**config.mk**
```make
export PLATFORM = sky130hd
export DESIGN_NAME = apta_skid
export DESIGN_NICKNAME = d
export VERILOG_FILES = /design/src/assert_macros.svh /design/src/apta_pkg.sv /design/src/apta_skid.sv
export SDC_FILE = /design/constraint.sdc
export NUM_CORES = 1
export LEC_CHECK = 0
export BUFFER_PORTS_ARGS = -buffer_cell sky130_fd_sc_hd__buf_2
export CORE_UTILIZATION = 45
export CTS_BUF_LIST = sky130_fd_sc_hd__clkbuf_8
export DETAILED_ROUTE_END_ITERATION = 16
export GPL_TIMING_DRIVEN = 0
export PLACE_DENSITY = 0.71
export SLEW_MARGIN = 20
export SYNTH_ARGS = -nofsm -noshare
export SYNTH_HDL_FRONTEND = slang
export SYNTH_SLANG_ARGS = --single-unit
```
**constraint.sdc**
```tcl
create_clock -name clk -period 1.91 [get_ports clk]
set_input_delay 0.382 -clock clk [delete_from_list [all_inputs] [get_ports clk]]
set_output_delay 0.382 -clock clk [all_outputs]
set_load 0.02 [all_outputs]
```
**src/assert_macros.svh**
```systemverilog
// ----------------------------------------------------------------------------
// Assertion macros
// Shared property forms for the pitch and tilt alarm block.
// ----------------------------------------------------------------------------
`ifndef ASSERT_MACROS_SVH
`define ASSERT_MACROS_SVH

// Same-cycle implication, checked out of reset.
`define APTA_ASSERT_IMP(lbl, clk, rst, ante, cons, msg) \
  lbl: assert property (@(posedge clk) disable iff (rst) (ante) |-> (cons)) \
    else $error(msg);

// Next-cycle implication, checked out of reset.
`define APTA_ASSERT_NXT(lbl, clk, rst, ante, cons, msg) \
  lbl: assert property (@(posedge clk) disable iff (rst) (ante) |=> (cons)) \
    else $error(msg);

`endif

```
**src/apta_pkg.sv**
```systemverilog
// ----------------------------------------------------------------------------
// apta_pkg
// Widths, constants and types shared by the pitch and tilt alarm pipeline.
// ----------------------------------------------------------------------------
package apta_pkg;

  // Raw sample and squared magnitude
  localparam int RawW  = 16;
  localparam int SqW   = 32;

  // Square root: one result bit per stage
  localparam int RootW     = 32;
  localparam int RemW      = RootW + 2;
  localparam int SqrtSteps = RootW;

  // Normalisation of the CORDIC operands
  localparam int NormW          = 41;
  localparam int NormStages     = 3;
  localparam int NormFirstShift = 32;
  localparam int FracBits       = 16;

  // CORDIC datapath
  localparam int CordicSteps = 23;
  localparam int CW          = 45;
  localparam int AccW        = 25;
  localparam int AtanW       = 22;

  // atan(2^-i) in degrees, Q.16, rounded to nearest
  localparam logic [AtanW-1:0] AtanTab [CordicSteps] = '{
    22'd2949120, 22'd1740967, 22'd919879, 22'd466945, 22'd234379, 22'd117304,
    22'd58666,   22'd29335,   22'd14668,  22'd7334,   22'd3667,   22'd1833,
    22'd917,     22'd458,     22'd229,    22'd115,    22'd57,     22'd29,
    22'd14,      22'd7,       22'd4,      22'd2,      22'd1
  };

  // Degrees and output
  localparam int DegW   = 7;
  localparam int PitchW = 9;
  localparam logic [DegW-1:0] DegZero  = 7'd0;
  localparam logic [DegW-1:0] DegRight = 7'd90;
  localparam logic [DegW-1:0] DegHalf  = 7'd45;
  localparam logic [DegW-1:0] DegClamp = 7'd89;
  localparam logic signed [9:0] PitchMax = 10'sd180;
  localparam logic signed [9:0] PitchMin = -10'sd180;

  // Configuration registers
  localparam int CfgIdxW = 4;
  localparam logic [CfgIdxW-1:0] CfgAngleOffset = CfgIdxW'(0);
  localparam logic [CfgIdxW-1:0] CfgTiltLimit   = CfgIdxW'(1);
  localparam logic signed [7:0]  OffsetReset    = -8'sd41;
  localparam logic [7:0]         LimitReset     = 8'd30;

  // Output skid buffer
  localparam int SkidDepth = 2;
  localparam int SkidPtrW  = $clog2(SkidDepth);
  localparam int SkidCntW  = $clog2(SkidDepth + 1);

  // Per-sample facts carried alongside the datapath
  typedef struct packed {
    logic [RawW-1:0] abs_y;
    logic            neg;
    logic            y_zero;
    logic            s_zero;
    logic            equal;
  } meta_t;

  typedef struct packed {
    logic              tilt_alarm;
    logic [PitchW-1:0] pitch_degrees;
  } out_t;

  typedef struct packed {
    logic full;
    logic empty;
  } skid_stat_t;

endpackage

```
**src/apta_skid.sv**
```systemverilog
// ----------------------------------------------------------------------------
// apta_skid
// Two-entry result buffer between the pipeline and the output stream.
// ----------------------------------------------------------------------------
module apta_skid
  import apta_pkg::*;
(
  input  logic       clk,
  input  logic       rst,
  input  logic       push,
  input  out_t       push_data,
  input  logic       pop_ready,
  output logic       pop_valid,
  output out_t       pop_data,
  output skid_stat_t stat
);

  out_t                entry [SkidDepth];
  logic [SkidPtrW-1:0] wr_ptr;
  logic [SkidPtrW-1:0] rd_ptr;
  logic [SkidCntW-1:0] count;
  logic                pop;

  assign stat.empty = (count == '0);
  assign stat.full  = (count == SkidCntW'(SkidDepth));
  assign pop        = !stat.empty && pop_ready;
  assign pop_valid  = !stat.empty;
  assign pop_data   = entry[rd_ptr];

  always_ff @(posedge clk) begin
    if (rst) begin
      wr_ptr <= '0;
      rd_ptr <= '0;
      count  <= '0;
    end else begin
      if (push) begin
        wr_ptr <= wr_ptr + SkidPtrW'(1);
      end
      if (pop) begin
        rd_ptr <= rd_ptr + SkidPtrW'(1);
      end
      unique case ({push, pop})
        2'b10:   count <= count + SkidCntW'(1);
        2'b01:   count <= count - SkidCntW'(1);
        default: count <= count;
      endcase
    end
  end

  always_ff @(posedge clk) begin
    if (push) begin
      entry[wr_ptr] <= push_data;
    end
  end

endmodule

```
# ---- Yosys cells after proc, flatten, opt, wreduce, memory -nomap -nowiden
# Memory sizes are Yosys's and may differ from the RTL's. A register that Yosys moved wholly into a read port is not among the register bits.
# Cells that the tools add are included.
dict set report classes {
  muxes 5
  n_lt_le_gt_ge 0
  shift 0
  multipliers 0
  add_sub_neg 4
  eq_ne 3
  n_reduce_logical 4
  div_mod_pow 0
  bitwise_logic 0
}
# operator count
set ops {}
lappend ops {{2-bit equality test, second input constant} 2}
lappend ops {{1-bit 2-to-1 mux} 4}
lappend ops {{2-bit case mux with 2 select lines} 1}
lappend ops {{1-bit adder, second input constant} 2}
lappend ops {{2-bit by 1-bit adder with 2-bit output, second input constant} 1}
lappend ops {{2-bit by 1-bit equality test with 1-bit output, second input constant} 1}
lappend ops {{2-bit logical NOT} 1}
lappend ops {{2-bit nonzero test} 1}
lappend ops {{2-bit by 1-bit subtractor with 2-bit output, second input constant} 1}
lappend ops {{1-bit logical AND} 1}
lappend ops {{1-bit logical NOT} 1}
dict set report totals {
  reg_bits 4
  input_bits 14
  rom_bits 0
  n_memories 1
  ram_bits 20
  output_inout_bits 13
  latch_bits 0
}
# name depth width read_ports rd_ports_with_merged_regs wr line_no
set mem_list {}
lappend mem_list {entry 2 10 1 1 1 apta_skid.sv:18} ;# out_t entry [SkidDepth];

# ---- Logic depth before layout (Yosys ltp)
dict set report logic_depth {
  ltp_word 5
  mapped_depth 5
  mapped_depth_nobuf 5
}

# ---- Least setup slack after synthesis
# Ideal clock, no wire load.
dict set report synth_path {
  path_kind {reg2reg}
  startpoint {reg count[0]}
  endpoint {reg count[1]}
  arrival_time_ns 1.280
  setup_time_ns 0.070
  required_time_ns 1.840
  path_slack_ns 0.560
  path_stages_with_launch 5
  path_cell_list {dfxtp_1 > o21a_1 > ha_1 > or3_1 > a21oi_1}
}
dict set report synth_via {
  elab_chain_cells 5
}
# element line_no
set synth_rtl {}
lappend synth_rtl {{from (decl)} apta_skid.sv:21} ;# logic [SkidCntW-1:0] count;
lappend synth_rtl {{from (signal assigned)} apta_skid.sv:43} ;# 2'b10: count <= count + SkidCntW'(1);
lappend synth_rtl {{from (signal assigned)} apta_skid.sv:44} ;# 2'b01: count <= count - SkidCntW'(1);
lappend synth_rtl {{from (signal assigned)} apta_skid.sv:45} ;# default: count <= count;
lappend synth_rtl {{2-bit logical NOT *} apta_skid.sv:24} ;# assign stat.empty = (count == '0);
lappend synth_rtl {{1-bit logical NOT *} apta_skid.sv:26} ;# assign pop = !stat.empty && pop_ready;
lappend synth_rtl {{1-bit logical AND *} apta_skid.sv:26}
lappend synth_rtl {{net pop} apta_skid.sv:22} ;# logic pop;
lappend synth_rtl {{2-bit by 1-bit equality test with 1-bit output or 2-bit equality test (tied branches)} apta_skid.sv:42} ;# unique case ({push, pop})
lappend synth_rtl {{2-bit case mux with 2 select lines or 2-bit nonzero test (tied branches)} -}
# The timed path passes the listed nets; every way through them passes the cells marked *.
# A chain may end at the register's enable or synchronous reset.

==> out/metrics.sh <==
FLOP_AND_LATCH_COUNT_OUT_OF_SYNTHESIS=25
MIN_DELAY_PATH_DEPTH=1
INITIAL_ANTENNA_VIOLATION_COUNT=0
DPL-INSTANCE-AREA_MM2=0.00110
ROUTED_WIRELENGTH_UM=1430
YOSYSWARNINGS=0
FIN_HOLD_WS_PS=300
DETAIL_ROUTE.DRC_VIOLATIONS=1
SYNTHCELLS=55
MAX_FO_CRITICAL_PATH=10
TIMING.HOLD.WORST.START='push_data[8]'
FINAL_CELL_AREA_MM2=0.00115
OVERFLOW=0
SYN_AREA_UM2=937
PORT_BUFFERS=26
LEAKAGE_nW=0.452
WIRE_PER_INST_UM=12.8
NNETSFINAL=101
CTS.SINKS=25
CTS_MADE_BUFFERS=3
OUTCOME='finished, violations left'
MOST_PREVALENT_STANDARD_CELL_ON_THE_CRITICAL_PATH='buf_2'
VIAS_PER_CELL=4.83
DESIGN.DIE.AREA_MM2=0.00227
FINAL.SETUP.TNS_PS=0
RSZ0062_AT_GRT='no'
DETAILROUTE.WIRELENGTH.MET2_UM=747
DIEHEIGHT_UM=47.6
WORSTSETUPSTARTPOINTTYPE='flip-flop'
IO-PIN-COUNT=27
HTREE_NUM_LEVELS=1
SETUP_CRIT_PATH_KIND='flip-flop to output port'
TOP_METAL_USED='met4'
MIN_PERIOD_PS=1720
SYNTH_SEQ_AREA_SHARE=0.748
FMAX_MHz=581
VIOLATIONS='DRC'
WORST_PATH_LARGEST_CELL_DELAY_PS=370
AREA_GROWTH_PCT=22.7
CRIT_FAMILY='buffers and inverters'
WORSTMARGINPINSLEW_PS=844
GRTUSAGETOTAL=0.140
CTS.HOLD.BUFFERS_ADDED=0
MAPPEDNETLISTNETS=70
MASTER_CELL_OF_THE_CLOCK_ROOT_BUFFER='clkbuf_8'
DIE_WIDTH_UM=47.6
DRTITER0DRC=10
CRITPATHARRIVALTIME_PS=1340
WL_MET1_UM=619
POST_CTS.REPAIR.SETUP_BUFFERS=0
CLOCK-SKEW-FINAL_PS=2.61
CAP_VIOLATIONS=0
ROUTED-WL-MET3_UM=53
GRT_PASS1_VIAS=514
STD_CELL_ROWS=16
R2R-END='count[1]$_SDFFE_PP0P_'
SYN_AREA_PER_CELL_UM2=17.0
INITIAL_UTILIZATION=0.478
DP_HPWL_UM=1010
CRITPATHSLOWESTCELL='mux2_2'
GLOBAL_ROUTE_WIRE_LENGTH_BEFORE_REPAIR_UM=2030
DRT_PRE_ANTENNA_ITERS=10
CLK-INSERTION-DELAY-LATE_PS=260
ROUTABILITYCONGESTION=0.662
MIN_PATH_TYPE='primary input to flip-flop'
SETUP_VIOL=0
POST_ROUTE_FRACTION_OF_THE_PERIOD_CONSUMED_BY_THE_CRITICAL_PATH=0.901
RELSLEWSLACK=0.436
CTS-RESIZED-GATES=0
CRIT_CHAIN='buf_2, mux2_2, buf_2'
CTS_BUFFER_DEPTH=2
COREAREA_MM2=0.00196
P_PER_AREA_mW_PER_MM2=1270
WORST_EP_REQUIRED_TIME_PS=1530
REPORT.FINAL.SLEW_VIOL_COUNT=0
FINAL_LAYOUT_SIZE_SUFFIX_GT1_FRAC=0.506
CTS_TREE='done'
SYNTHDISTINCTLIBCELLS=16
WORST_SETUP_PATH_END_KIND='output port'
R2R-START='count[0]$_SDFFE_PP0P_'
R2R_CELLS=4
CP_NUM_BUF_INV=2
DETAIL-ROUTE-ANTENNA-NETS=0
VIA_COUNT=541
CTS.CLK_SLEW.WORST_PATHS_PS=90
MAX-VDD-IR-DROP_V=0.000664
TIMING.REG2REG.SETUP_SLACK_PS=460
ANTENNA-DIODE-COUNT=0
WHS_ENDPOINT='entry[1][8]$_DFFE_PP_'
TIMING.FINAL.HOLD_VIOLATIONS=0
MAXIMUM_NUMBER_OF_PINS_ON_ONE_NET_BEFORE_GLOBAL_ROUTE_REPAIR=16
state kept, by name, summed over array words and instances (netlist names), named ones only:
signal and cells:
entry 20, rd_ptr 1, count 2, wr_ptr 1
per-stage QoR:
stage / utilization / setup slack (ps) / power (mW) / std cells
2_1_floorplan: - / 560 / 1.03 / 55
3_3_place_gp: 0.561 / 318 / 1.15 / 108
3_5_place_dp: 0.561 / 322 / 1.17 / 108
4_1_cts: 0.586 / 163 / 1.48 / 112
5_1_grt: 0.586 / 109 / 1.53 / 112
6_report: 0.586 / 189 / 1.46 / 112
power breakdown:
group          leakage, nW  switching [mW]  internal, mW
sequential           0.229          0.0342         0.653
clock               0.0217           0.162         0.147
combinational        0.201           0.262         0.203
total                0.452           0.459          1.00
cell families after synthesis:
logic type	Yosys count	synth area share
compound gates	3	0.0187
xor+xnor	4	0.0374
fa+ha+maj	1	0.0133
buf+inv	3	0.0133
flops	25	0.748
mux	10	0.120
simple gates	9	0.0494
cell type report:
type	instances	area, um2
inverter	2	7.51
timing repair buffer	26	130
clock inverter	1	7.51
multi-input combinational	27	224
buffer	1	5.00
clock buffer	3	41.3
fill	176	812
tap	27	33.8
sequential	25	701
worst max path at each step:
stage,to,slack [ps],cells after the start
2_1_floorplan,count[1]$_SDFFE_PP0P_,560,4
3_3_place_gp,entry[0][3]$_DFFE_PP_,320,3
3_5_place_dp,entry[0][3]$_DFFE_PP_,320,3
4_1_cts,pop_data[9],160,3
5_1_grt,pop_data[2],110,3
6_report,pop_data[2],190,3
metal layers:
layer	up-vias	global-route usage
met5	-	0
met4	0	0.0889
met3	2	0.0415
met2	15	0.233
met1	265	0.158
li1	259	-
cell usage after synthesis:
master    number  area (um2)
ha_1           1        12.5
o21a_1         1        7.51
or3_1          1        6.26
a21oi_1        1        5.00
o21ai_0        1        5.00
xnor2_1        3        26.3
dfxtp_1        5         100
buf_2          1        5.00
inv_1          2        7.51
mux2_2        10         113
and2_1         1        6.26
nor2_1         5        18.8
edfxtp_1      20         601
or2_2          1        6.26
and2b_2        1        8.76
xor2_1         1        8.76
placed cells by master, fill, tap and decap left out, types with 2 or more instances in the layout:
| cell | instances |
|---|---|
| buf_2 | 27 |
| clkbuf_8 | 3 |
| dfxtp_1 | 5 |
| edfxtp_1 | 20 |
| inv_1 | 2 |
| mux2_2 | 10 |
| nor2_1 | 5 |
| xnor2_1 | 3 |
Power figures use the tool's default switching activity.
