## src/assert_macros.svh

```systemverilog
// ----------------------------------------------------------------------------
// Assertion macros
// Shared property forms for the pitch and tilt alarm block.
// ----------------------------------------------------------------------------
`ifndef ASSERT_MACROS_SVH
`define ASSERT_MACROS_SVH

// Same-cycle implication, checked out of reset.
`define APTA_ASSERT_IMP(lbl, clk, rst, ante, cons, msg) \
  lbl: assert property (@(posedge clk) disable iff (rst) (ante) |-> (cons)) \
    else $error(msg);

// Next-cycle implication, checked out of reset.
`define APTA_ASSERT_NXT(lbl, clk, rst, ante, cons, msg) \
  lbl: assert property (@(posedge clk) disable iff (rst) (ante) |=> (cons)) \
    else $error(msg);

`endif

```

## src/apta_pkg.sv

```systemverilog
// ----------------------------------------------------------------------------
// apta_pkg
// Widths, constants and types shared by the pitch and tilt alarm pipeline.
// ----------------------------------------------------------------------------
package apta_pkg;

  // Raw sample and squared magnitude
  localparam int RawW  = 16;
  localparam int SqW   = 32;

  // Square root: one result bit per stage
  localparam int RootW     = 32;
  localparam int RemW      = RootW + 2;
  localparam int SqrtSteps = RootW;

  // Normalisation of the CORDIC operands
  localparam int NormW          = 41;
  localparam int NormStages     = 3;
  localparam int NormFirstShift = 32;
  localparam int FracBits       = 16;

  // CORDIC datapath
  localparam int CordicSteps = 23;
  localparam int CW          = 45;
  localparam int AccW        = 25;
  localparam int AtanW       = 22;

  // atan(2^-i) in degrees, Q.16, rounded to nearest
  localparam logic [AtanW-1:0] AtanTab [CordicSteps] = '{
    22'd2949120, 22'd1740967, 22'd919879, 22'd466945, 22'd234379, 22'd117304,
    22'd58666,   22'd29335,   22'd14668,  22'd7334,   22'd3667,   22'd1833,
    22'd917,     22'd458,     22'd229,    22'd115,    22'd57,     22'd29,
    22'd14,      22'd7,       22'd4,      22'd2,      22'd1
  };

  // Degrees and output
  localparam int DegW   = 7;
  localparam int PitchW = 9;
  localparam logic [DegW-1:0] DegZero  = 7'd0;
  localparam logic [DegW-1:0] DegRight = 7'd90;
  localparam logic [DegW-1:0] DegHalf  = 7'd45;
  localparam logic [DegW-1:0] DegClamp = 7'd89;
  localparam logic signed [9:0] PitchMax = 10'sd180;
  localparam logic signed [9:0] PitchMin = -10'sd180;

  // Configuration registers
  localparam int CfgIdxW = 4;
  localparam logic [CfgIdxW-1:0] CfgAngleOffset = CfgIdxW'(0);
  localparam logic [CfgIdxW-1:0] CfgTiltLimit   = CfgIdxW'(1);
  localparam logic signed [7:0]  OffsetReset    = -8'sd41;
  localparam logic [7:0]         LimitReset     = 8'd30;

  // Output skid buffer
  localparam int SkidDepth = 2;
  localparam int SkidPtrW  = $clog2(SkidDepth);
  localparam int SkidCntW  = $clog2(SkidDepth + 1);

  // Per-sample facts carried alongside the datapath
  typedef struct packed {
    logic [RawW-1:0] abs_y;
    logic            neg;
    logic            y_zero;
    logic            s_zero;
    logic            equal;
  } meta_t;

  typedef struct packed {
    logic              tilt_alarm;
    logic [PitchW-1:0] pitch_degrees;
  } out_t;

  typedef struct packed {
    logic full;
    logic empty;
  } skid_stat_t;

endpackage

```

## src/apta_sqrt.sv

```systemverilog
// ----------------------------------------------------------------------------
// apta_sqrt
// Pipelined digit-by-digit square root of s * 2^32, one root bit per stage.
// ----------------------------------------------------------------------------
module apta_sqrt
  import apta_pkg::*;
(
  input  logic             clk,
  input  logic             rst,
  input  logic             en,
  input  logic             in_valid,
  input  logic [SqW-1:0]   in_s,
  input  meta_t            in_meta,
  output logic             out_valid,
  output logic [RootW-1:0] out_root,
  output meta_t            out_meta
);

  logic             vld    [SqrtSteps];
  logic [SqW-1:0]   s_r    [SqrtSteps];
  logic [RemW-1:0]  rem_r  [SqrtSteps];
  logic [RootW-1:0] root_r [SqrtSteps];
  meta_t            meta_r [SqrtSteps];

  for (genvar j = 0; j < SqrtSteps; j++) begin : g_step
    logic             v_in;
    logic [SqW-1:0]   s_in;
    logic [RemW-1:0]  rem_in;
    logic [RootW-1:0] root_in;
    meta_t            m_in;
    logic [RemW-1:0]  rem_sh;
    logic [RemW-1:0]  trial;
    logic             fits;

    if (j == 0) begin : g_head
      assign v_in    = in_valid;
      assign s_in    = in_s;
      assign rem_in  = '0;
      assign root_in = '0;
      assign m_in    = in_meta;
    end else begin : g_body
      assign v_in    = vld[j-1];
      assign s_in    = s_r[j-1];
      assign rem_in  = rem_r[j-1];
      assign root_in = root_r[j-1];
      assign m_in    = meta_r[j-1];
    end

    // s moves up two bits a stage; once it is spent the low radicand zeros follow
    assign rem_sh = {rem_in[RemW-3:0], s_in[SqW-1 -: 2]};
    assign trial  = {root_in, 2'b01};
    assign fits   = (rem_sh >= trial);

    always_ff @(posedge clk) begin
      if (rst) begin
        vld[j] <= 1'b0;
      end else if (en) begin
        vld[j] <= v_in;
      end
    end

    always_ff @(posedge clk) begin
      if (en) begin
        s_r[j]    <= {s_in[SqW-3:0], 2'b00};
        rem_r[j]  <= fits ? (rem_sh - trial) : rem_sh;
        root_r[j] <= {root_in[RootW-2:0], fits};
        meta_r[j] <= m_in;
      end
    end
  end

  assign out_valid = vld[SqrtSteps-1];
  assign out_root  = root_r[SqrtSteps-1];
  assign out_meta  = meta_r[SqrtSteps-1];

endmodule

```

## config.mk

```make
export PLATFORM = sky130hd
export DESIGN_NAME = apta_sqrt
export DESIGN_NICKNAME = d
export VERILOG_FILES = /design/src/assert_macros.svh /design/src/apta_pkg.sv /design/src/apta_sqrt.sv
export SDC_FILE = /design/constraint.sdc
export NUM_CORES = 2
export LEC_CHECK = 0
export BUFFER_PORTS_ARGS = -buffer_cell sky130_fd_sc_hd__buf_2
export CORE_MARGIN = 2
export CORE_UTILIZATION = 40
export CTS_BUF_LIST = sky130_fd_sc_hd__clkbuf_2 sky130_fd_sc_hd__clkbuf_4 sky130_fd_sc_hd__clkbuf_8
export CTS_CLUSTER_SIZE = 24
export DETAILED_ROUTE_END_ITERATION = 6
export GPL_ROUTABILITY_DRIVEN = 0
export GPL_TIMING_DRIVEN = 0
export PLACE_DENSITY = 0.58
export SLEW_MARGIN = 40
export SYNTH_ARGS = -nofsm -noshare
export SYNTH_HDL_FRONTEND = slang
export SYNTH_SLANG_ARGS = --single-unit
```

## constraint.sdc

```tcl
create_clock -name clk -period 6.75 [get_ports clk]
set_clock_uncertainty 0.15 [all_clocks]
set_input_delay 0.675 -clock clk [delete_from_list [all_inputs] [get_ports clk]]
set_output_delay 0.675 -clock clk [all_outputs]
set_load 0.02 [all_outputs]
```

# After elaboration in Yosys (flattened, before gate mapping)
# Memory sizes are Yosys's and may differ from the RTL's.
# Cells that the tools add are included.
# totals
ff_bits	0
latch_bits	0
ramBits	3744
mem_bits_ro	0
output_inout_bits	53
mem_count	5
# classes
add_sub_neg	32
n_mul	0
div	0
n_lt_le_gt_ge	32
n_eq_ne	0
n_shift	0
n_mux	70
bitwise	32
n_reduce_logical	0
# mem_list
memory	words	word_bits	read_ports	rd_ports_with_merged_regs	write_ports	line	rtl
rem_r	32	34	31	0	32	apta_sqrt.sv:21	logic [RemW-1:0] rem_r [SqrtSteps];
root_r	32	32	32	0	32	apta_sqrt.sv:22	logic [RootW-1:0] root_r [SqrtSteps];
s_r	32	30	31	0	32	apta_sqrt.sv:20	logic [SqW-1:0] s_r [SqrtSteps];
meta_r	32	20	32	0	32	apta_sqrt.sv:23	meta_t meta_r [SqrtSteps];
vld	32	1	32	0	32	apta_sqrt.sv:19	logic vld [SqrtSteps];
# op_table
op	n
two-way mux 34 bit	32
greater-or-equal comparator 34 bit	31
subtractor 34 bit	31
two-way mux 1 bit	38
bitwise OR 1 bit	32
subtractor 2 x 1 -> 3 bit, second input constant	1
greater-or-equal comparator 2 x 1 -> 1 bit, second input constant	1

# Longest topological paths before layout
# depth
ltp_word	4
mapped_depth	16

# Worst setup path after synthesis
# Ideal clock, no wire load.
# synth_path
path_kind	register -> register
startpoint	mem root_r[18][0] (netlist: root_r[4][64])
endpoint	mem rem_r[4][125] in the netlist's numbering, data pin
t_arrival_ps	3226
required_time_ps	6341
path_slack_ps	3116
stages_incl_launch_ff	15
path_cell_list	edfxtp_1 inv_1 ha_1 inv_1 fa_1 nor2b_1 o31a_1 o221a_2 o311a_1 a21oi_1 o311a_1 and3_1 clkbuf_1 or4b_2 xnor2_1
# synth_lines
element	line
from (decl)	apta_sqrt.sv:22
to (decl)	apta_sqrt.sv:21

==> summary.md <==
| Metric | Value |
|---|---|
| Family with the most delay on the worst path | compound AO/OA/AOI/OAI gates |
| Routed Antenna Nets | 0 |
| Detailed placement HPWL | 154500 µm |
| Max-slew violations | 0 |
| Pin count of the biggest net entering global routing | 119 |
| Min-Delay Path Depth | 2 |
| Total setup buffers inserted after CTS | 0 |
| DRC errors left | 0 |
| CTS Buf Count | 402 |
| Antenna violations before repair | 4 |
| Least-Margin Pin Slew | 0.8377 ns |
| CTS Sinks | 2370 |
| H-tree Lvls | 5 |
| Slowest cell on the critical path | clkbuf_1 |
| Asr flop ratio synth | 0% |
| Core area | 272900 µm² |
| Register area share after synthesis | 65.00% |
| Critical Path AT | 5.73 ns |
| Port Buf Inserts | 108 |
| Yosys warning count | 0 |
| Number of synthesized register bits | 2370 |
| GR Util All Layers | 15.23% |
| PwrDens | 327.5 nW/µm² |
| Prevailing post-synth register cell | edfxtp_1 |
| Non-Filler Instances | 12740 |
| Status | finished, final reports clean |
| Fin. Hold Viols | 0 |
| Setup crit start kind | register |
| Nets | 9450 |
| Total wire length | 217100 µm |
| CTS tree | done |
| Root buffer cell | clkbuf_8 |
| Clk_lat worst skew | 1.02 ns |
| WS Path Type | register to register |
| R2R cell count | 14 |
| Final setup viols | 0 |
| Placed cells | 11980 |
| Area Overhead vs Synth | 12.94% |
| Drt via density | 5.142 |
| Clk slew on worst S/H paths | 0.06 ns |
| Post-place instance area | 115300 µm² |
| Cts repair resizes | 0 |
| Critical Path RT | 7.36 ns |
| Drt first pass iters | 7 |
| Max-cap viol count | 0 |
| Crit path time final | 5.126 ns |
| Mapped Nets | 8857 |
| Worst reg-to-reg setup slack | 1.62 ns |
| Worst setup EP type | register |
| Static Leak | 46.89 nW |
| Full die area | 277900 µm² |
| Place WS | 1.477 ns |
| Fmax | 195.1 MHz |
| DR WL/cell | 17.04 µm |
| Number of flops mapped to enable cells by yosys | 2370 |
| Setup TNS | 0 ns |
| Site Rows | 192 |
| Die Span Y | 527.2 µm |
| Ports | 109 |
| Global-route wire length before repair | 344200 µm |
| Worst-path maximum fanout | 10 |
| RSZ-0062 raised after global routing | false |
| Buf+Inv Stages, Crit Path | 3 |
| Number of global-route vias before repair | 66200 |
| Die Wd | 527.2 µm |
| Critical Path Stages | 14 |
| Fraction of layout instances using a drive strength above 1 | 10.63% |
| Initial Util | 40.12% |
| Worst Hold Class | input port to register |
| Clock tree buffer depth | 4 |
| Initial DRC Count | 4437 |
| Crit-path max cell delay | 0.60 ns |
| Final Cell Area | 123700 µm² |
| Overflow after GRT | 0 |
| Mean Syn Cell Area | 13.26 µm² |
| Peak VDD IR | 0.1733 mV |
| Crit-path cells | inv_1, ha_1, inv_1, fa_1, nand2b_1, a21oi_1, o2111ai_1, a211oi_1, a211oi_1, o21ai_1, a221oi_1, o21ai_2, clkbuf_1, mux2_2 |
| Post-synthesis cell type count | 94 |
| Total number of vias | 65510 |
| Fill count | 24390 |
| Mapped Cells | 8256 |
| Mapped Area | 109500 µm² |
| Slew headroom | 43.36% |
| Fin worst setup slack | 1.624 ns |
| Period utilization | 75.94% |
[routing by layer]
layer / wire (µm) / part of all wire [%] / track usage (%) / up-vias
met5: 0 / 0 / 0 / -
met4: 9310 / 4.3 / 7.249 / 0
met3: 9046 / 4.2 / 2.290 / 594
met2: 112300 / 52 / 27.84 / 1533
met1: 86400 / 40 / 17.33 / 31570
li1: - / - / - / 31810
[power by group]
part,total [mW],switching [mW],internal (mW)
sequential,19.7,1.14,18.6
clock,12.6,5.80,6.77
combinational,8.21,4.62,3.59
[area by class of cell]
cell class                 instances  area [µm²]  area share (%)
antenna                            1       2.502        0.002024
buffer                           143       569.3          0.4604
clock buffer                     513        6385           5.163
clock inverter                   192        1420           1.148
inverter                         688        2582           2.088
multi-input combinational       5055       35260           28.51
sequential                      2370       71170           57.55
tap                             3589        4491           3.631
timing repair buffer             189        1784           1.443
[per-stage QoR]
step | hold slack [ns] | util, % | power [mW]
after floorplan | 0.2503 | - | 25.60
after global placement | 0.2501 | 41.96 | 28.92
after detailed placement | 0.2545 | 42.24 | 28.16
after CTS | 0.03757 | 45.30 | 41.03
after global routing | 0.1062 | 45.31 | 42.75
final | 0.1980 | 45.31 | 40.49
[cell families after synthesis]
family	synth area share [%]
compound gates	9.036
xor+xnor	5.815
fa+ha+maj	6.331
buf+inv	2.876
flops	65.00
mux	1.478
other cells	0.003425
simple gates	9.461
[layout by cell type (no fill, tap or decap), types with 109 or more instances in the layout]
cell type,n
buf_2,122
a21o_1,195
o21ai_0,392
a21oi_1,474
edfxtp_1,2370
ha_1,530
xnor2_1,359
mux2_2,133
nand3_1,123
clkbuf_8,405
clkbuf_1,112
clkbuf_4,109
xor2_1,368
nor2_1,473
inv_1,685
nand2_1,532
nor3_1,191
[path summary, 6_finish.rpt]
kind,from,to
worst min-delay path,in_s[24],s_r[0][24]
worst max-delay path,root_r[7][32],rem_r[7][81]
worst min register to register,s_r[0][100],s_r[0][132]
worst max register to register,root_r[7][32],rem_r[7][81]
[Yosys cell counts (35+ instances only)]
| master | number | area share [%] |
|---|---|---|
| a211oi_1 | 54 | 0.37 |
| nor3_1 | 191 | 0.87 |
| clkbuf_1 | 114 | 0.39 |
| xnor2_1 | 359 | 2.9 |
| nand2_1 | 532 | 1.8 |
| o21a_1 | 98 | 0.67 |
| nor2_1 | 473 | 1.6 |
| nor4_1 | 101 | 0.58 |
| and3_1 | 38 | 0.22 |
| ha_1 | 530 | 6.1 |
| o31ai_1 | 56 | 0.38 |
| o21bai_1 | 40 | 0.27 |
| o211ai_1 | 38 | 0.26 |
| nand4_1 | 70 | 0.40 |
| nor2b_1 | 80 | 0.46 |
| a21oi_1 | 476 | 2.2 |
| or3_1 | 92 | 0.53 |
| or4_1 | 50 | 0.34 |
| nand2b_1 | 97 | 0.55 |
| inv_1 | 685 | 2.3 |
| a21o_1 | 195 | 1.3 |
| nand3_1 | 123 | 0.56 |
| mux2_2 | 133 | 1.4 |
| xor2_1 | 368 | 2.9 |
| and2_1 | 65 | 0.37 |
| o21ai_0 | 393 | 1.8 |
| or2_2 | 35 | 0.20 |
| edfxtp_1 | 2370 | 65 |
[registers in the layout, indices dropped and copies added, names as in the netlist]
signal and cells:
rem_r 930, s_r 240, meta_r 640, vld 32
root_r 528
[what timing repair did]
| item | in CTS | in global routing |
|---|---|---|
| hold buffers | 56 | 0 |
| setup endpoints to repair | 0 | 0 |
| hold endpoints to repair | 114 | 0 |
(Power assumes the default switching activity.)
