## src/assert_macros.svh

```systemverilog
// ----------------------------------------------------------------------------
// Assertion macros
// Shared property forms for the pitch and tilt alarm block.
// ----------------------------------------------------------------------------
`ifndef ASSERT_MACROS_SVH
`define ASSERT_MACROS_SVH

// Same-cycle implication, checked out of reset.
`define APTA_ASSERT_IMP(lbl, clk, rst, ante, cons, msg) \
  lbl: assert property (@(posedge clk) disable iff (rst) (ante) |-> (cons)) \
    else $error(msg);

// Next-cycle implication, checked out of reset.
`define APTA_ASSERT_NXT(lbl, clk, rst, ante, cons, msg) \
  lbl: assert property (@(posedge clk) disable iff (rst) (ante) |=> (cons)) \
    else $error(msg);

`endif

```

## src/apta_pkg.sv

```systemverilog
// ----------------------------------------------------------------------------
// apta_pkg
// Widths, constants and types shared by the pitch and tilt alarm pipeline.
// ----------------------------------------------------------------------------
package apta_pkg;

  // Raw sample and squared magnitude
  localparam int RawW  = 16;
  localparam int SqW   = 32;

  // Square root: one result bit per stage
  localparam int RootW     = 32;
  localparam int RemW      = RootW + 2;
  localparam int SqrtSteps = RootW;

  // Normalisation of the CORDIC operands
  localparam int NormW          = 41;
  localparam int NormStages     = 3;
  localparam int NormFirstShift = 32;
  localparam int FracBits       = 16;

  // CORDIC datapath
  localparam int CordicSteps = 23;
  localparam int CW          = 45;
  localparam int AccW        = 25;
  localparam int AtanW       = 22;

  // atan(2^-i) in degrees, Q.16, rounded to nearest
  localparam logic [AtanW-1:0] AtanTab [CordicSteps] = '{
    22'd2949120, 22'd1740967, 22'd919879, 22'd466945, 22'd234379, 22'd117304,
    22'd58666,   22'd29335,   22'd14668,  22'd7334,   22'd3667,   22'd1833,
    22'd917,     22'd458,     22'd229,    22'd115,    22'd57,     22'd29,
    22'd14,      22'd7,       22'd4,      22'd2,      22'd1
  };

  // Degrees and output
  localparam int DegW   = 7;
  localparam int PitchW = 9;
  localparam logic [DegW-1:0] DegZero  = 7'd0;
  localparam logic [DegW-1:0] DegRight = 7'd90;
  localparam logic [DegW-1:0] DegHalf  = 7'd45;
  localparam logic [DegW-1:0] DegClamp = 7'd89;
  localparam logic signed [9:0] PitchMax = 10'sd180;
  localparam logic signed [9:0] PitchMin = -10'sd180;

  // Configuration registers
  localparam int CfgIdxW = 4;
  localparam logic [CfgIdxW-1:0] CfgAngleOffset = CfgIdxW'(0);
  localparam logic [CfgIdxW-1:0] CfgTiltLimit   = CfgIdxW'(1);
  localparam logic signed [7:0]  OffsetReset    = -8'sd41;
  localparam logic [7:0]         LimitReset     = 8'd30;

  // Output skid buffer
  localparam int SkidDepth = 2;
  localparam int SkidPtrW  = $clog2(SkidDepth);
  localparam int SkidCntW  = $clog2(SkidDepth + 1);

  // Per-sample facts carried alongside the datapath
  typedef struct packed {
    logic [RawW-1:0] abs_y;
    logic            neg;
    logic            y_zero;
    logic            s_zero;
    logic            equal;
  } meta_t;

  typedef struct packed {
    logic              tilt_alarm;
    logic [PitchW-1:0] pitch_degrees;
  } out_t;

  typedef struct packed {
    logic full;
    logic empty;
  } skid_stat_t;

endpackage

```

## src/apta_norm.sv

```systemverilog
// ----------------------------------------------------------------------------
// apta_norm
// Shift both CORDIC operands left together until the larger reaches bit 40.
// ----------------------------------------------------------------------------
module apta_norm
  import apta_pkg::*;
(
  input  logic             clk,
  input  logic             rst,
  input  logic             en,
  input  logic             in_valid,
  input  logic [RootW-1:0] in_root,
  input  meta_t            in_meta,
  output logic             out_valid,
  output logic [NormW-1:0] out_a,
  output logic [NormW-1:0] out_b,
  output meta_t            out_meta
);

  logic             vld    [NormStages];
  logic [NormW-1:0] a_r    [NormStages];
  logic [NormW-1:0] b_r    [NormStages];
  meta_t            meta_r [NormStages];

  for (genvar k = 0; k < NormStages; k++) begin : g_stage
    localparam int ShHi = NormFirstShift >> (2 * k);
    localparam int ShLo = NormFirstShift >> (2 * k + 1);

    logic             v_in;
    logic [NormW-1:0] a_in;
    logic [NormW-1:0] b_in;
    meta_t            m_in;
    logic [NormW-1:0] a_mid;
    logic [NormW-1:0] b_mid;
    logic [NormW-1:0] a_out;
    logic [NormW-1:0] b_out;

    if (k == 0) begin : g_head
      assign v_in = in_valid;
      assign a_in = NormW'(in_root);
      assign b_in = NormW'({in_meta.abs_y, {FracBits{1'b0}}});
      assign m_in = in_meta;
    end else begin : g_body
      assign v_in = vld[k-1];
      assign a_in = a_r[k-1];
      assign b_in = b_r[k-1];
      assign m_in = meta_r[k-1];
    end

    // two binary steps of the leading-zero shift per stage
    always_comb begin
      if (((a_in | b_in) >> (NormW - ShHi)) == '0) begin
        a_mid = a_in << ShHi;
        b_mid = b_in << ShHi;
      end else begin
        a_mid = a_in;
        b_mid = b_in;
      end
      if (((a_mid | b_mid) >> (NormW - ShLo)) == '0) begin
        a_out = a_mid << ShLo;
        b_out = b_mid << ShLo;
      end else begin
        a_out = a_mid;
        b_out = b_mid;
      end
    end

    always_ff @(posedge clk) begin
      if (rst) begin
        vld[k] <= 1'b0;
      end else if (en) begin
        vld[k] <= v_in;
      end
    end

    always_ff @(posedge clk) begin
      if (en) begin
        a_r[k]    <= a_out;
        b_r[k]    <= b_out;
        meta_r[k] <= m_in;
      end
    end
  end

  assign out_valid = vld[NormStages-1];
  assign out_a     = a_r[NormStages-1];
  assign out_b     = b_r[NormStages-1];
  assign out_meta  = meta_r[NormStages-1];

endmodule

```

## config.mk

```make
export PLATFORM = sky130hd
export DESIGN_NAME = apta_norm
export DESIGN_NICKNAME = d
export VERILOG_FILES = /design/src/assert_macros.svh /design/src/apta_pkg.sv /design/src/apta_norm.sv
export SDC_FILE = /design/constraint.sdc
export NUM_CORES = 1
export LEC_CHECK = 0
export BUFFER_PORTS_ARGS = -buffer_cell sky130_fd_sc_hd__buf_4
export CORE_ASPECT_RATIO = 1.4
export CORE_MARGIN = 3
export CORE_UTILIZATION = 45
export CTS_BUF_LIST = sky130_fd_sc_hd__clkbuf_8
export DETAILED_ROUTE_END_ITERATION = 16
export PLACE_DENSITY = 0.78
export SYNTH_ARGS = -nofsm -noshare
export SYNTH_HDL_FRONTEND = slang
export SYNTH_SLANG_ARGS = --single-unit
```

## constraint.sdc

```tcl
create_clock -name clk -period 2 [get_ports clk]
set_input_delay 0.2 -clock clk [delete_from_list [all_inputs] [get_ports clk]]
set_output_delay 0.2 -clock clk [all_outputs]
set_load 0.03 [all_outputs]
```

## After elaboration in Yosys (flattened, before gate mapping)

Memories as Yosys holds them, arrays and structs flattened.
Index checks and enable logic that the tools add are counted.

- Register bits: 0
- Input bits: 56
- Memory bits (writable): 309
- Memories kept: 4
- Logic and storage cells: 40

- Reductions and logical operators: 6
- Muxes and demuxes: 21
- Bitwise logic cells: 9

Memory list:

| name | depth | bits a word | read ports | clocked after Yosys merged registers in | write ports | RTL line | source |
|---|---|---|---|---|---|---|---|
| a_r | 3 | 41 | 3 | 0 | 3 | apta_norm.sv:21 | `logic [NormW-1:0] a_r [NormStages];` |
| b_r | 3 | 41 | 3 | 0 | 3 | apta_norm.sv:22 | `logic [NormW-1:0] b_r [NormStages];` |
| meta_r | 3 | 20 | 3 | 0 | 3 | apta_norm.sv:23 | `meta_t meta_r [NormStages];` |
| vld | 3 | 1 | 3 | 0 | 3 | apta_norm.sv:20 | `logic vld [NormStages];` |

Operators with widths:

| kind | count |
|---|---|
| two-way mux 41 bit | 11 |
| zero test 41 bit | 6 |
| OR 41 bit | 4 |
| OR 41 x 32 -> 41 bit | 1 |
| two-way mux 32 bit | 1 |
| OR 32 bit | 1 |
| two-way mux 1 bit | 9 |
| OR 1 bit | 3 |

## Longest topological paths before layout

Gate-level depths: netlist (run 1).
An unclocked memory read counts as a cell.

- Depth after elaboration: 7
- Gate-level depth with buffers: 7

## Worst setup path before layout (run 1)

OpenSTA, ideal clock, no wires.

- Path kind: flip-flop to flip-flop
- From: mem a_r[0][37]
- To: mem b_r[1][33], in the netlist b_r[0][74], data pin
- Stages on the path, launching flop included: 8
- Setup slack: -3 ps
- Path buffers: 2
- Library setup time: 262 ps
- Arrival time: 1741 ps
- Period minus slack after synthesis: 2003 ps
- Data required time: 1738 ps
- Cells stage by stage: edfxtp_1 -> or4_4 -> nor3_4 -> buf_6 -> nand2_4 -> buf_6 -> a211oi_2 -> a21oi_1

RTL lines:

| item | RTL line |
|---|---|
| start, declared | apta_norm.sv:21 |
| end, declared | apta_norm.sv:22 |

==> flow_summary.ini, run 1 <==
[timing]
finClkSkew_ps = 23.6
finalHoldViolCount = 0
hold_slack_ps = 32.4
period_minus_slack_ps = 2070
setup_violations = 29
rsz0062_at_grt = true
fmax_ghz = 0.482
fin_crit_sh = 1.04
tns_ps = -768
slew_violations = 0
worst_slack_ps = -73.3

[clocking]
root_buffer = clkbuf_8
clock_path_buffers = 3
cts_tree = built
numCtsBuffers = 38
h-tree-depth = 2
insertion_delay_ps = 550
clock_sinks = 261
clkSlewWorstSetupHoldPaths_ps = 60

[yosys]
ys_ff_latch = 261
synth_ff_type = edfxtp_1
synth.most_common_cell = edfxtp_1
syn_inst = 853
synthSimpleGateAreaFrac = 0.0727
async_reset_ff_frac = 0
muxShareOfSynthArea = 0.121
yosysWarnings = 0
synth_edf_count = 261
synth_cell_types = 47
synth_top_family_by_area = multiplexers
synth-xor-area-share = 0
yosys-top-cells-count = edfxtp_1 (261), mux2i_1 (146), buf_4 (85)
seq_area_frac_synth = 0.649
synth_compound_area_frac = 0.0823
synth_area_leaders = edfxtp_1 (65%), mux2i_1 (12%), buf_4 (5.3%)
synth_adder_area_share = 0
syn-cell-area_um2 = 12100
yosysTopAreaCell = edfxtp_1
synth.avg_cell_area_um2 = 14.1
synth_top_area_share = 0.649

[global_route]
gr-usage-all-layers = 0.183
met2_usage = 0.316
grt_overflow = 0
grt_pass1_vias = 7525
globalRouteMet3Util = 0.0343
top_usage_layer = met2
grt_pass1_wl_mm = 41.1
use_met1 = 0.226
antenna_found_initial = 0
grt_max_degree = 60

[min_path]
min_path_cells = 2
holdPathEnd = a_r[0][24]$_DFFE_PP_
hold_path.class = primary input to register
hp-start = in_root[24]

[critical_path]
reg2reg_from = a_r[0][30]$_DFFE_PP_
start_kind = register
arrival_ps = 2350
worstSetupPathType = register to register
timing.rr.end = a_r[0][65]$_DFFE_PP_
r2r_cells = 5
cp-end-kind = register
cp.buffers_inverters = 1
crit_family = simple AND/OR/NAND/NOR gates
cp_slowest_cell = or4_4
r2r_slack_ps = -70
crit_required_ps = 2280
critPathMaxStageDelay_ps = 590
cp_max_fo = 14
crit_chain = or4_4 > o21ai_4 > buf_12 > mux2i_1 > a211oi_2

[layout]
fin_util = 0.591
fin_cells = 1435
finalInstanceArea_um2 = 15500
drive_above_1_share = 0.348
fin_nets = 1138
antennaDiodeCount = 0
syn2layout_area_growth_pct = 28.6

[power]
ir_drop_mv = 0.407
combPwrFrac = 0.123
clkPwrFrac = 0.327
power-per-cell-area_nw_per_um2 = 791
p_switching_mw = 3.04
power.internal_mw = 9.25
pwr-share-seq = 0.549
p_leak_nw = 6.06
p_sw_frac = 0.247

[place]
io_buffers = 142
dp_hpwl_mm = 19.2
dp_cells = 1298
dpl_cell_area_um2 = 13600
gp_congestion = 0.912

[route]
drt-initial-drc-count = 415
drc = 0
vias = 7583
routedWlPerCell_um = 18.9
antenna_left = 0
routed_wl_mm = 27.1
viasPerCell = 5.28
drt_pass1_iterations = 7

[floorplanning]
rows = 70
ioPinCount = 159
die_x_um = 144
die_y_um = 200
start_util = 0.459
core_um2 = 26300
die_area_um2 = 28800

[status]
failed_checks = negative setup slack
status = finished, violations left

[job]
maxCapViolCount = 0
==> layout make-up <==
class / count / area, µm²
fill: 2048 / 10800
clock buffer: 39 / 537
sequential: 261 / 7840
tap: 324 / 405
clock inverter: 30 / 180
inverter: 10 / 37.5
multi-input combinational: 469 / 3860
timing repair buffer: 302 / 2660
==> state kept, by name, summed over array words and instances, names as in the netlist <==
signal / count
a_r: 123
b_r: 75
meta_r: 60
vld: 3
==> how the worst max path moves through the flow <==
stage                             start                   end  slack [ps]  cells after the start
6_report           a_r[0][30]$_DFFE_PP_  a_r[0][65]$_DFFE_PP_         -70                      5
5_1_grt        b_r[0][35]$_SDFFCE_PP0P_  b_r[0][70]$_DFFE_PP_        -160                      6
4_1_cts            a_r[0][40]$_DFFE_PP_  a_r[0][68]$_DFFE_PP_         -80                      6
3_5_place_dp       a_r[0][38]$_DFFE_PP_  a_r[0][67]$_DFFE_PP_        -170                      6
3_3_place_gp       a_r[0][38]$_DFFE_PP_  a_r[0][72]$_DFFE_PP_        -130                      5
2_1_floorplan  b_r[0][29]$_SDFFCE_PN0P_  a_r[0][58]$_DFFE_PP_          30                      6
==> timing repair <==
item                                    4_1_cts  5_1_grt
setup buffers                                 4       11
cloned                                        1        3
resized for setup                            58       52
endpoints found under the setup margin       51       99
hold buffers                                 52        0
pin swaps                                    26       15
endpoints found under the hold margin        77        0
==> worst register-to-register path, stage by stage (launching register included) <==
cell and delay (ps):
edfxtp_1 410, or4_4 590, o21ai_4 250, buf_12 200, mux2i_1 260, a211oi_2 100
==> per-layer routing <==
metal	up-vias	share of wire	wire length, µm
li1	3618	-	-
met1	3624	0.39	10700
met2	280	0.52	14100
met3	61	0.057	1550
met4	0	0.030	809
met5	-	0	0
==> power groups by stage <==
stage / clock network (mW) / registers (mW) / logic [mW]
after CTS: 4.15 / 6.73 / 1.49
after floorplan: 0 / 6.80 / 0.831
after detailed placement: 0 / 6.83 / 1.37
after global placement: 0 / 6.82 / 1.35
final: 4.02 / 6.75 / 1.51
after global routing: 4.37 / 6.79 / 1.62
==> cells by family after synthesis <==
family | after synthesis
buffers and inverters | 139
multiplexers | 146
AND/OR/NAND/NOR | 160
flip-flops | 261
other | 1
AO/OA/AOI/OAI | 146
==> cells in the final DEF, fill, tap and decap left out, types with 6 or more instances in the layout <==
| cell type | instances |
|---|---|
| nand2_1 | 20 |
| nor2_1 | 30 |
| inv_1 | 18 |
| edfxtp_1 | 261 |
| a211oi_2 | 11 |
| buf_12 | 13 |
| nor3_1 | 6 |
| and2_1 | 54 |
| clkbuf_8 | 39 |
| a21o_1 | 7 |
| buf_4 | 219 |
| o21ai_0 | 10 |
| nor2_2 | 6 |
| dlygate4sd3_1 | 52 |
| buf_6 | 12 |
| mux2i_2 | 14 |
| conb_1 | 16 |
| clkinv_1 | 12 |
| mux2i_1 | 131 |
| clkinv_2 | 6 |
| o22ai_2 | 6 |
| a21oi_1 | 41 |
| a22o_1 | 15 |
| nor4_1 | 11 |
| a21oi_2 | 7 |
==> through the flow <==
step           total power [mW]  setup WS (ps)
3_5_place_dp               8.20           -171
6_report                   12.3          -73.3
5_1_grt                    12.8           -158
3_3_place_gp               8.18           -132
4_1_cts                    12.4          -82.4
2_1_floorplan              7.63           26.6
Power figures use the tool's default switching activity.
==> run 2, diff against run 1 <==
--- a/config.mk
+++ b/config.mk
@@ -6,12 +6,14 @@
 export NUM_CORES = 1
 export LEC_CHECK = 0
 export BUFFER_PORTS_ARGS = -buffer_cell sky130_fd_sc_hd__buf_4
+export CELL_PAD_IN_SITES_DETAIL_PLACEMENT = 0
+export CELL_PAD_IN_SITES_GLOBAL_PLACEMENT = 2
 export CORE_ASPECT_RATIO = 1.4
 export CORE_MARGIN = 3
-export CORE_UTILIZATION = 45
+export CORE_UTILIZATION = 38
 export CTS_BUF_LIST = sky130_fd_sc_hd__clkbuf_8
 export DETAILED_ROUTE_END_ITERATION = 16
-export PLACE_DENSITY = 0.78
+export PLACE_DENSITY = 0.89
 export SYNTH_ARGS = -nofsm -noshare
 export SYNTH_HDL_FRONTEND = slang
 export SYNTH_SLANG_ARGS = --single-unit
==> constraint.sdc (replaced) <==
create_clock -name clk -period 2 [get_ports clk]
set_input_delay 0.1 -clock clk [delete_from_list [all_inputs] [get_ports clk]]
set_output_delay 0.1 -clock clk [all_outputs]
set_load 0.03 [all_outputs]
==> run 2 against run 1 <==
  * The run still ends with negative setup slack left
  * Critical path type unchanged
  * Power fell by 1.7%
  * Design area rose by 0.60%
  * Highest routed layer unchanged
  * Largest power group unchanged
  * Global-route usage fell by 1.6 points
  * Wire length rose by 6.1%
  * Clock skew fell by 3.6 ps
==> flow_summary.ini, run 2 (synthesized netlist as in run 1, its figures left out) <==
[status]
status = finished, violations left
failed_checks = negative setup slack

[clocking]
insertion_delay_ps = 550
root_buffer = clkbuf_8
clock_sinks = 261
cts_tree = built
h-tree-depth = 2
clock_path_buffers = 3
clkSlewWorstSetupHoldPaths_ps = 60
numCtsBuffers = 40

[timing]
fin_crit_sh = 1.05
period_minus_slack_ps = 2110
finalHoldViolCount = 0
rsz0062_at_grt = true
worst_slack_ps = -106
slew_violations = 0
hold_slack_ps = 275
setup_violations = 28
fmax_ghz = 0.475
slew_headroom = 0.596
finClkSkew_ps = 20.1
worst-slew-pin-transition_ps = 606

[power]
power.internal_mw = 9.03
power-per-cell-area_nw_per_um2 = 773
pwr-share-seq = 0.558
p_sw_frac = 0.252
total_power_mw = 12.1
p_leak_nw = 6.14
p_switching_mw = 3.04
combPwrFrac = 0.127
ir_drop_mv = 0.404
clkPwrFrac = 0.314

[global_route]
grt_pass1_vias = 7770
grt_pass1_wl_mm = 44.4
gr-usage-all-layers = 0.168
antenna_found_initial = 0
grt_max_degree = 53
grt_overflow = 0

[place]
gp_congestion = 0.884
dp_hpwl_mm = 20.6
pre_cts_ws_ps = -286
io_buffers = 142

[floorplanning]
core_um2 = 31000
die_y_um = 217
die_area_um2 = 34000
rows = 76
ioPinCount = 159
die_x_um = 157
start_util = 0.389

[route]
drt-initial-drc-count = 315
vias = 7533
routedWlPerCell_um = 19.1
drt_pass1_iterations = 4
drc = 0
antenna_left = 0
routed_wl_mm = 28.8
viasPerCell = 5.00

[layout]
drive_above_1_share = 0.342
largest_reg_flops = 123
fillers = 2660
fin_nets = 1148
fin_util = 0.504
regMostFlops = a_r
top_regs = a_r x123, b_r x75, meta_r x60
syn2layout_area_growth_pct = 29.3
mostFrequentLayoutCell = edfxtp_1
mostFrequentLayoutCells = edfxtp_1 (261), buf_4 (227), mux2i_1 (140), dlygate4sd3_1 (56), and2_1 (54)

[critical_path]
critPathMaxStageDelay_ps = 440
crit_chain = nor4_4 > and4_4 > buf_6 > mux2i_2 > nor2_2 > a221o_1
worstSetupPathType = register to register
cp_max_fo = 5
crit_required_ps = 2300
arrival_ps = 2400
cp_slowest_cell = edfxtp_1
start_kind = register
cp-end-kind = register

[job]
maxCapViolCount = 0

[min_path]
hold_path.class = primary input to register
[run 2: cell types whose count changed in the layout (fill, tap and decap cells not counted), moves of 5 or more]
cell,before,now
clkinv_1,12,7
mux2i_2,14,5
mux2i_1,131,140
buf_4,219,227
o2bb2ai_2,5,0
o2bb2ai_1,1,7
buf_6,12,6
[run 2: path summary, 6_finish.rpt]
| kind | startpoint | end | slack [ps] | cells past startpoint |
|---|---|---|---|---|
| max | b_r[0][37]$_SDFFCE_PP0P_ | a_r[0][72]$_DFFE_PP_ | -110 | 6 |
| min | in_meta[1] | meta_r[0][1]$_DFFE_PP_ | 270 | 2 |
| max reg2reg | b_r[0][37]$_SDFFCE_PP0P_ | a_r[0][72]$_DFFE_PP_ | -110 | 6 |
| min reg2reg | meta_r[0][35]$_DFFE_PP_ | meta_r[0][55]$_DFFE_PP_ | 410 | 0 |
[run 2: metrics by stage]
step | area, µm² | setup TNS (ps) | std cells
after global routing | 15600 | -4580 | 1505
after floorplan | 12100 | 0 | 868
after global placement | 13700 | -5200 | 1357
after detailed placement | 13700 | -6690 | 1357
final | 15600 | -1300 | 1506
after CTS | 15200 | -2430 | 1487
[run 2: layout make-up]
class | instances | area (µm²) | area share
inverter | 10 | 37.5 | 0.00240
timing repair buffer | 311 | 2780 | 0.178
sequential | 261 | 7840 | 0.502
multi-input combinational | 468 | 3800 | 0.243
clock buffer | 40 | 551 | 0.0353
clock inverter | 25 | 111 | 0.00713
antenna | 1 | 2.50 | 0.000160
tap | 390 | 488 | 0.0313
[run 2: metal layers]
layer,track usage,vias to the layer above,part of all wire
li1,-,3626,-
met1,0.207,3650,0.41
met2,0.292,203,0.52
met3,0.0280,54,0.043
met4,0.0657,0,0.032
met5,0,-,0
[run 2: worst max-delay path: cells and delay by family, from the launching register on]
family                 cells  cell delay (ps)
buffers and inverters      1              140
multiplexers               1              260
AO/OA/AOI/OAI              1              260
AND/OR/NAND/NOR            3              750
flip-flops                 1              440
[run 2: repair_timing]
action	in CTS	in global routing
hold buffers	56	0
gates resized for setup	48	49
hold endpoints to repair	128	0
setup endpoints to repair	61	71
setup buffers	7	17
cloned	2	2
pin swaps	8	15
[run 2: power groups by stage]
| stage | Sequential (mW) | Clock (mW) | Combinational, mW |
|---|---|---|---|
| 2_1_floorplan | 6.80 | 0 | 0.831 |
| 4_1_cts | 6.73 | 3.93 | 1.51 |
| 3_5_place_dp | 6.83 | 0 | 1.39 |
| 5_1_grt | 6.78 | 4.18 | 1.65 |
| 3_3_place_gp | 6.82 | 0 | 1.38 |
| 6_report | 6.74 | 3.79 | 1.53 |
==> run 3, diff against run 2 <==
--- a/config.mk
+++ b/config.mk
@@ -9,7 +9,7 @@
 export CELL_PAD_IN_SITES_DETAIL_PLACEMENT = 0
 export CELL_PAD_IN_SITES_GLOBAL_PLACEMENT = 2
 export CORE_ASPECT_RATIO = 1.4
-export CORE_MARGIN = 3
+export CORE_MARGIN = 10
 export CORE_UTILIZATION = 38
 export CTS_BUF_LIST = sky130_fd_sc_hd__clkbuf_8
 export DETAILED_ROUTE_END_ITERATION = 16
==> run 3 against run 2 <==
  * The flow still finishes with violations (negative setup slack)
  * Wire length is 5.0% higher
  * Power rose by 6.5%
  * Cell count rose by 1.3%
  * Critical path depth is the same
  * Sequential share of layout area fell by 0.79 points
  * First-iteration DRC count rose by 20%
  * Global-route usage fell by 1.7 points
  * Largest cell class unchanged
  * Largest power group unchanged
==> flow_summary.ini, run 3 (synthesized netlist as in run 1, its figures left out) <==
[route]
viasPerCell = 4.98
drt_pass1_iterations = 5
routed_wl_mm = 30.2
drt-initial-drc-count = 377
antenna_left = 0
routedWlPerCell_um = 19.8
drc = 0
vias = 7604

[power]
ir_drop_mv = 0.501
power-per-cell-area_nw_per_um2 = 810
p_leak_nw = 6.27
total_power_mw = 12.8

[critical_path]
cp_slowest_cell = or4_4
arrival_ps = 2380
crit_required_ps = 2310
crit_chain = or4_4 > o211ai_1 > nand2_1 > buf_12 > a211oi_2 > a31oi_1
cp-end-kind = register
start_kind = register
worstSetupPathType = register to register
critPathMaxStageDelay_ps = 600
cp_max_fo = 29

[clocking]
clock_path_buffers = 3
h-tree-depth = 2
clock_sinks = 261
clkSlewWorstSetupHoldPaths_ps = 70
insertion_delay_ps = 560
cts_tree = built
numCtsBuffers = 41
root_buffer = clkbuf_8

[layout]
mostFrequentLayoutCell = edfxtp_1
regMostFlops = a_r
fin_util = 0.503
fin_cells = 1526
syn2layout_area_growth_pct = 31.4
largest_reg_flops = 123
mostFrequentLayoutCells = edfxtp_1 (261), buf_4 (231), mux2i_1 (138), dlygate4sd3_1 (55), and2_1 (54)
drive_above_1_share = 0.342
fin_nets = 1156
top_regs = a_r x123, b_r x75, meta_r x60

[place]
gp_congestion = 0.858
dp_cells = 1373
pre_cts_ws_ps = -185
io_buffers = 142
dp_hpwl_mm = 21.9

[floorplanning]
rows = 77
start_util = 0.383
die_y_um = 231
die_area_um2 = 39400
ioPinCount = 159
die_x_um = 171
core_um2 = 31500

[timing]
hold_slack_ps = 52.8
slew_headroom = 0.528
finalHoldViolCount = 0
slew_violations = 0
fin_crit_sh = 1.04
finClkSkew_ps = 19.9
worst_slack_ps = -70.1
rsz0062_at_grt = true
period_minus_slack_ps = 2070
setup_violations = 25
worst-slew-pin-transition_ps = 708
fmax_ghz = 0.483

[global_route]
gr-usage-all-layers = 0.151
grt_max_degree = 81
grt_pass1_vias = 8080
antenna_found_initial = 1
grt_overflow = 0
grt_pass1_wl_mm = 46.4

[status]
failed_checks = negative setup slack
status = finished, violations left

[job]
maxCapViolCount = 0

[min_path]
hold_path.class = primary input to register
run 3: changes by cell type in the layout (fill, tap and decap cells not counted), moves of 4 or more:
cell,previous run,this run
o21ai_0,8,12
o2bb2ai_2,0,4
o21ai_2,4,0
buf_4,227,231
bufinv_16,0,4
a21oi_1,39,46
o2bb2ai_1,7,0
a21oi_2,10,2
o22ai_1,2,6
run 3: final timing paths:
path / cells past startpoint / to / from / slack [ps]
setup / recovery: 6 / b_r[0][73]$_DFFE_PP_ / b_r[0][29]$_SDFFCE_PN0P_ / -70
hold / removal: 1 / meta_r[0][7]$_DFFE_PP_ / en / 50
setup reg to reg: 6 / b_r[0][73]$_DFFE_PP_ / b_r[0][29]$_SDFFCE_PN0P_ / -70
hold reg to reg: 0 / meta_r[0][30]$_DFFE_PP_ / meta_r[0][10]$_DFFE_PP_ / 410
run 3: through the flow:
stage               instance area (µm²)  setup TNS (ps)
floorplan                         12100               0
global placement                  13800           -6020
detailed placement                13800           -3840
CTS                               15500           -1320
global route                      15900           -4470
finish                            15900            -793
run 3: critical path: cells and delay by family, from the launching register on:
family	cells	cell delay, ps
flip-flops	1	400
AND/OR/NAND/NOR	2	730
AO/OA/AOI/OAI	3	480
buffers and inverters	1	190
run 3: final cells by class:
cell class              count  area, µm²
well taps                 395        494
multi-input cells         469       3820
flip-flops and latches    261       7840
diodes                      1       2.50
repair buffers            317       2850
inverters                  10       37.5
clock buffers              41        564
clock inverters            32        255
fillers                  2661      15600
run 3: routing by layer:
metal	up-vias	global-route usage	part of all wire
met3	52	0.0319	0.058
met1	3655	0.178	0.40
met4	0	0.0588	0.024
met5	-	0	0
met2	249	0.260	0.52
li1	3648	-	-
run 3: power breakdown:
group          total, mW  switching [mW]  internal, mW
registers           6.75           0.253          6.50
logic               1.56           0.871         0.685
clock network       4.54            2.08          2.46
run 3: repair_timing:
| item | 4_1_cts | 5_1_grt |
|---|---|---|
| setup buffers | 16 | 6 |
| gates resized for setup | 46 | 43 |
| hold endpoints to repair | 92 | 0 |
| pin swaps | 23 | 12 |
| hold buffers | 55 | 0 |
| endpoints found under the setup margin | 39 | 78 |
| gates cloned | 2 | 2 |
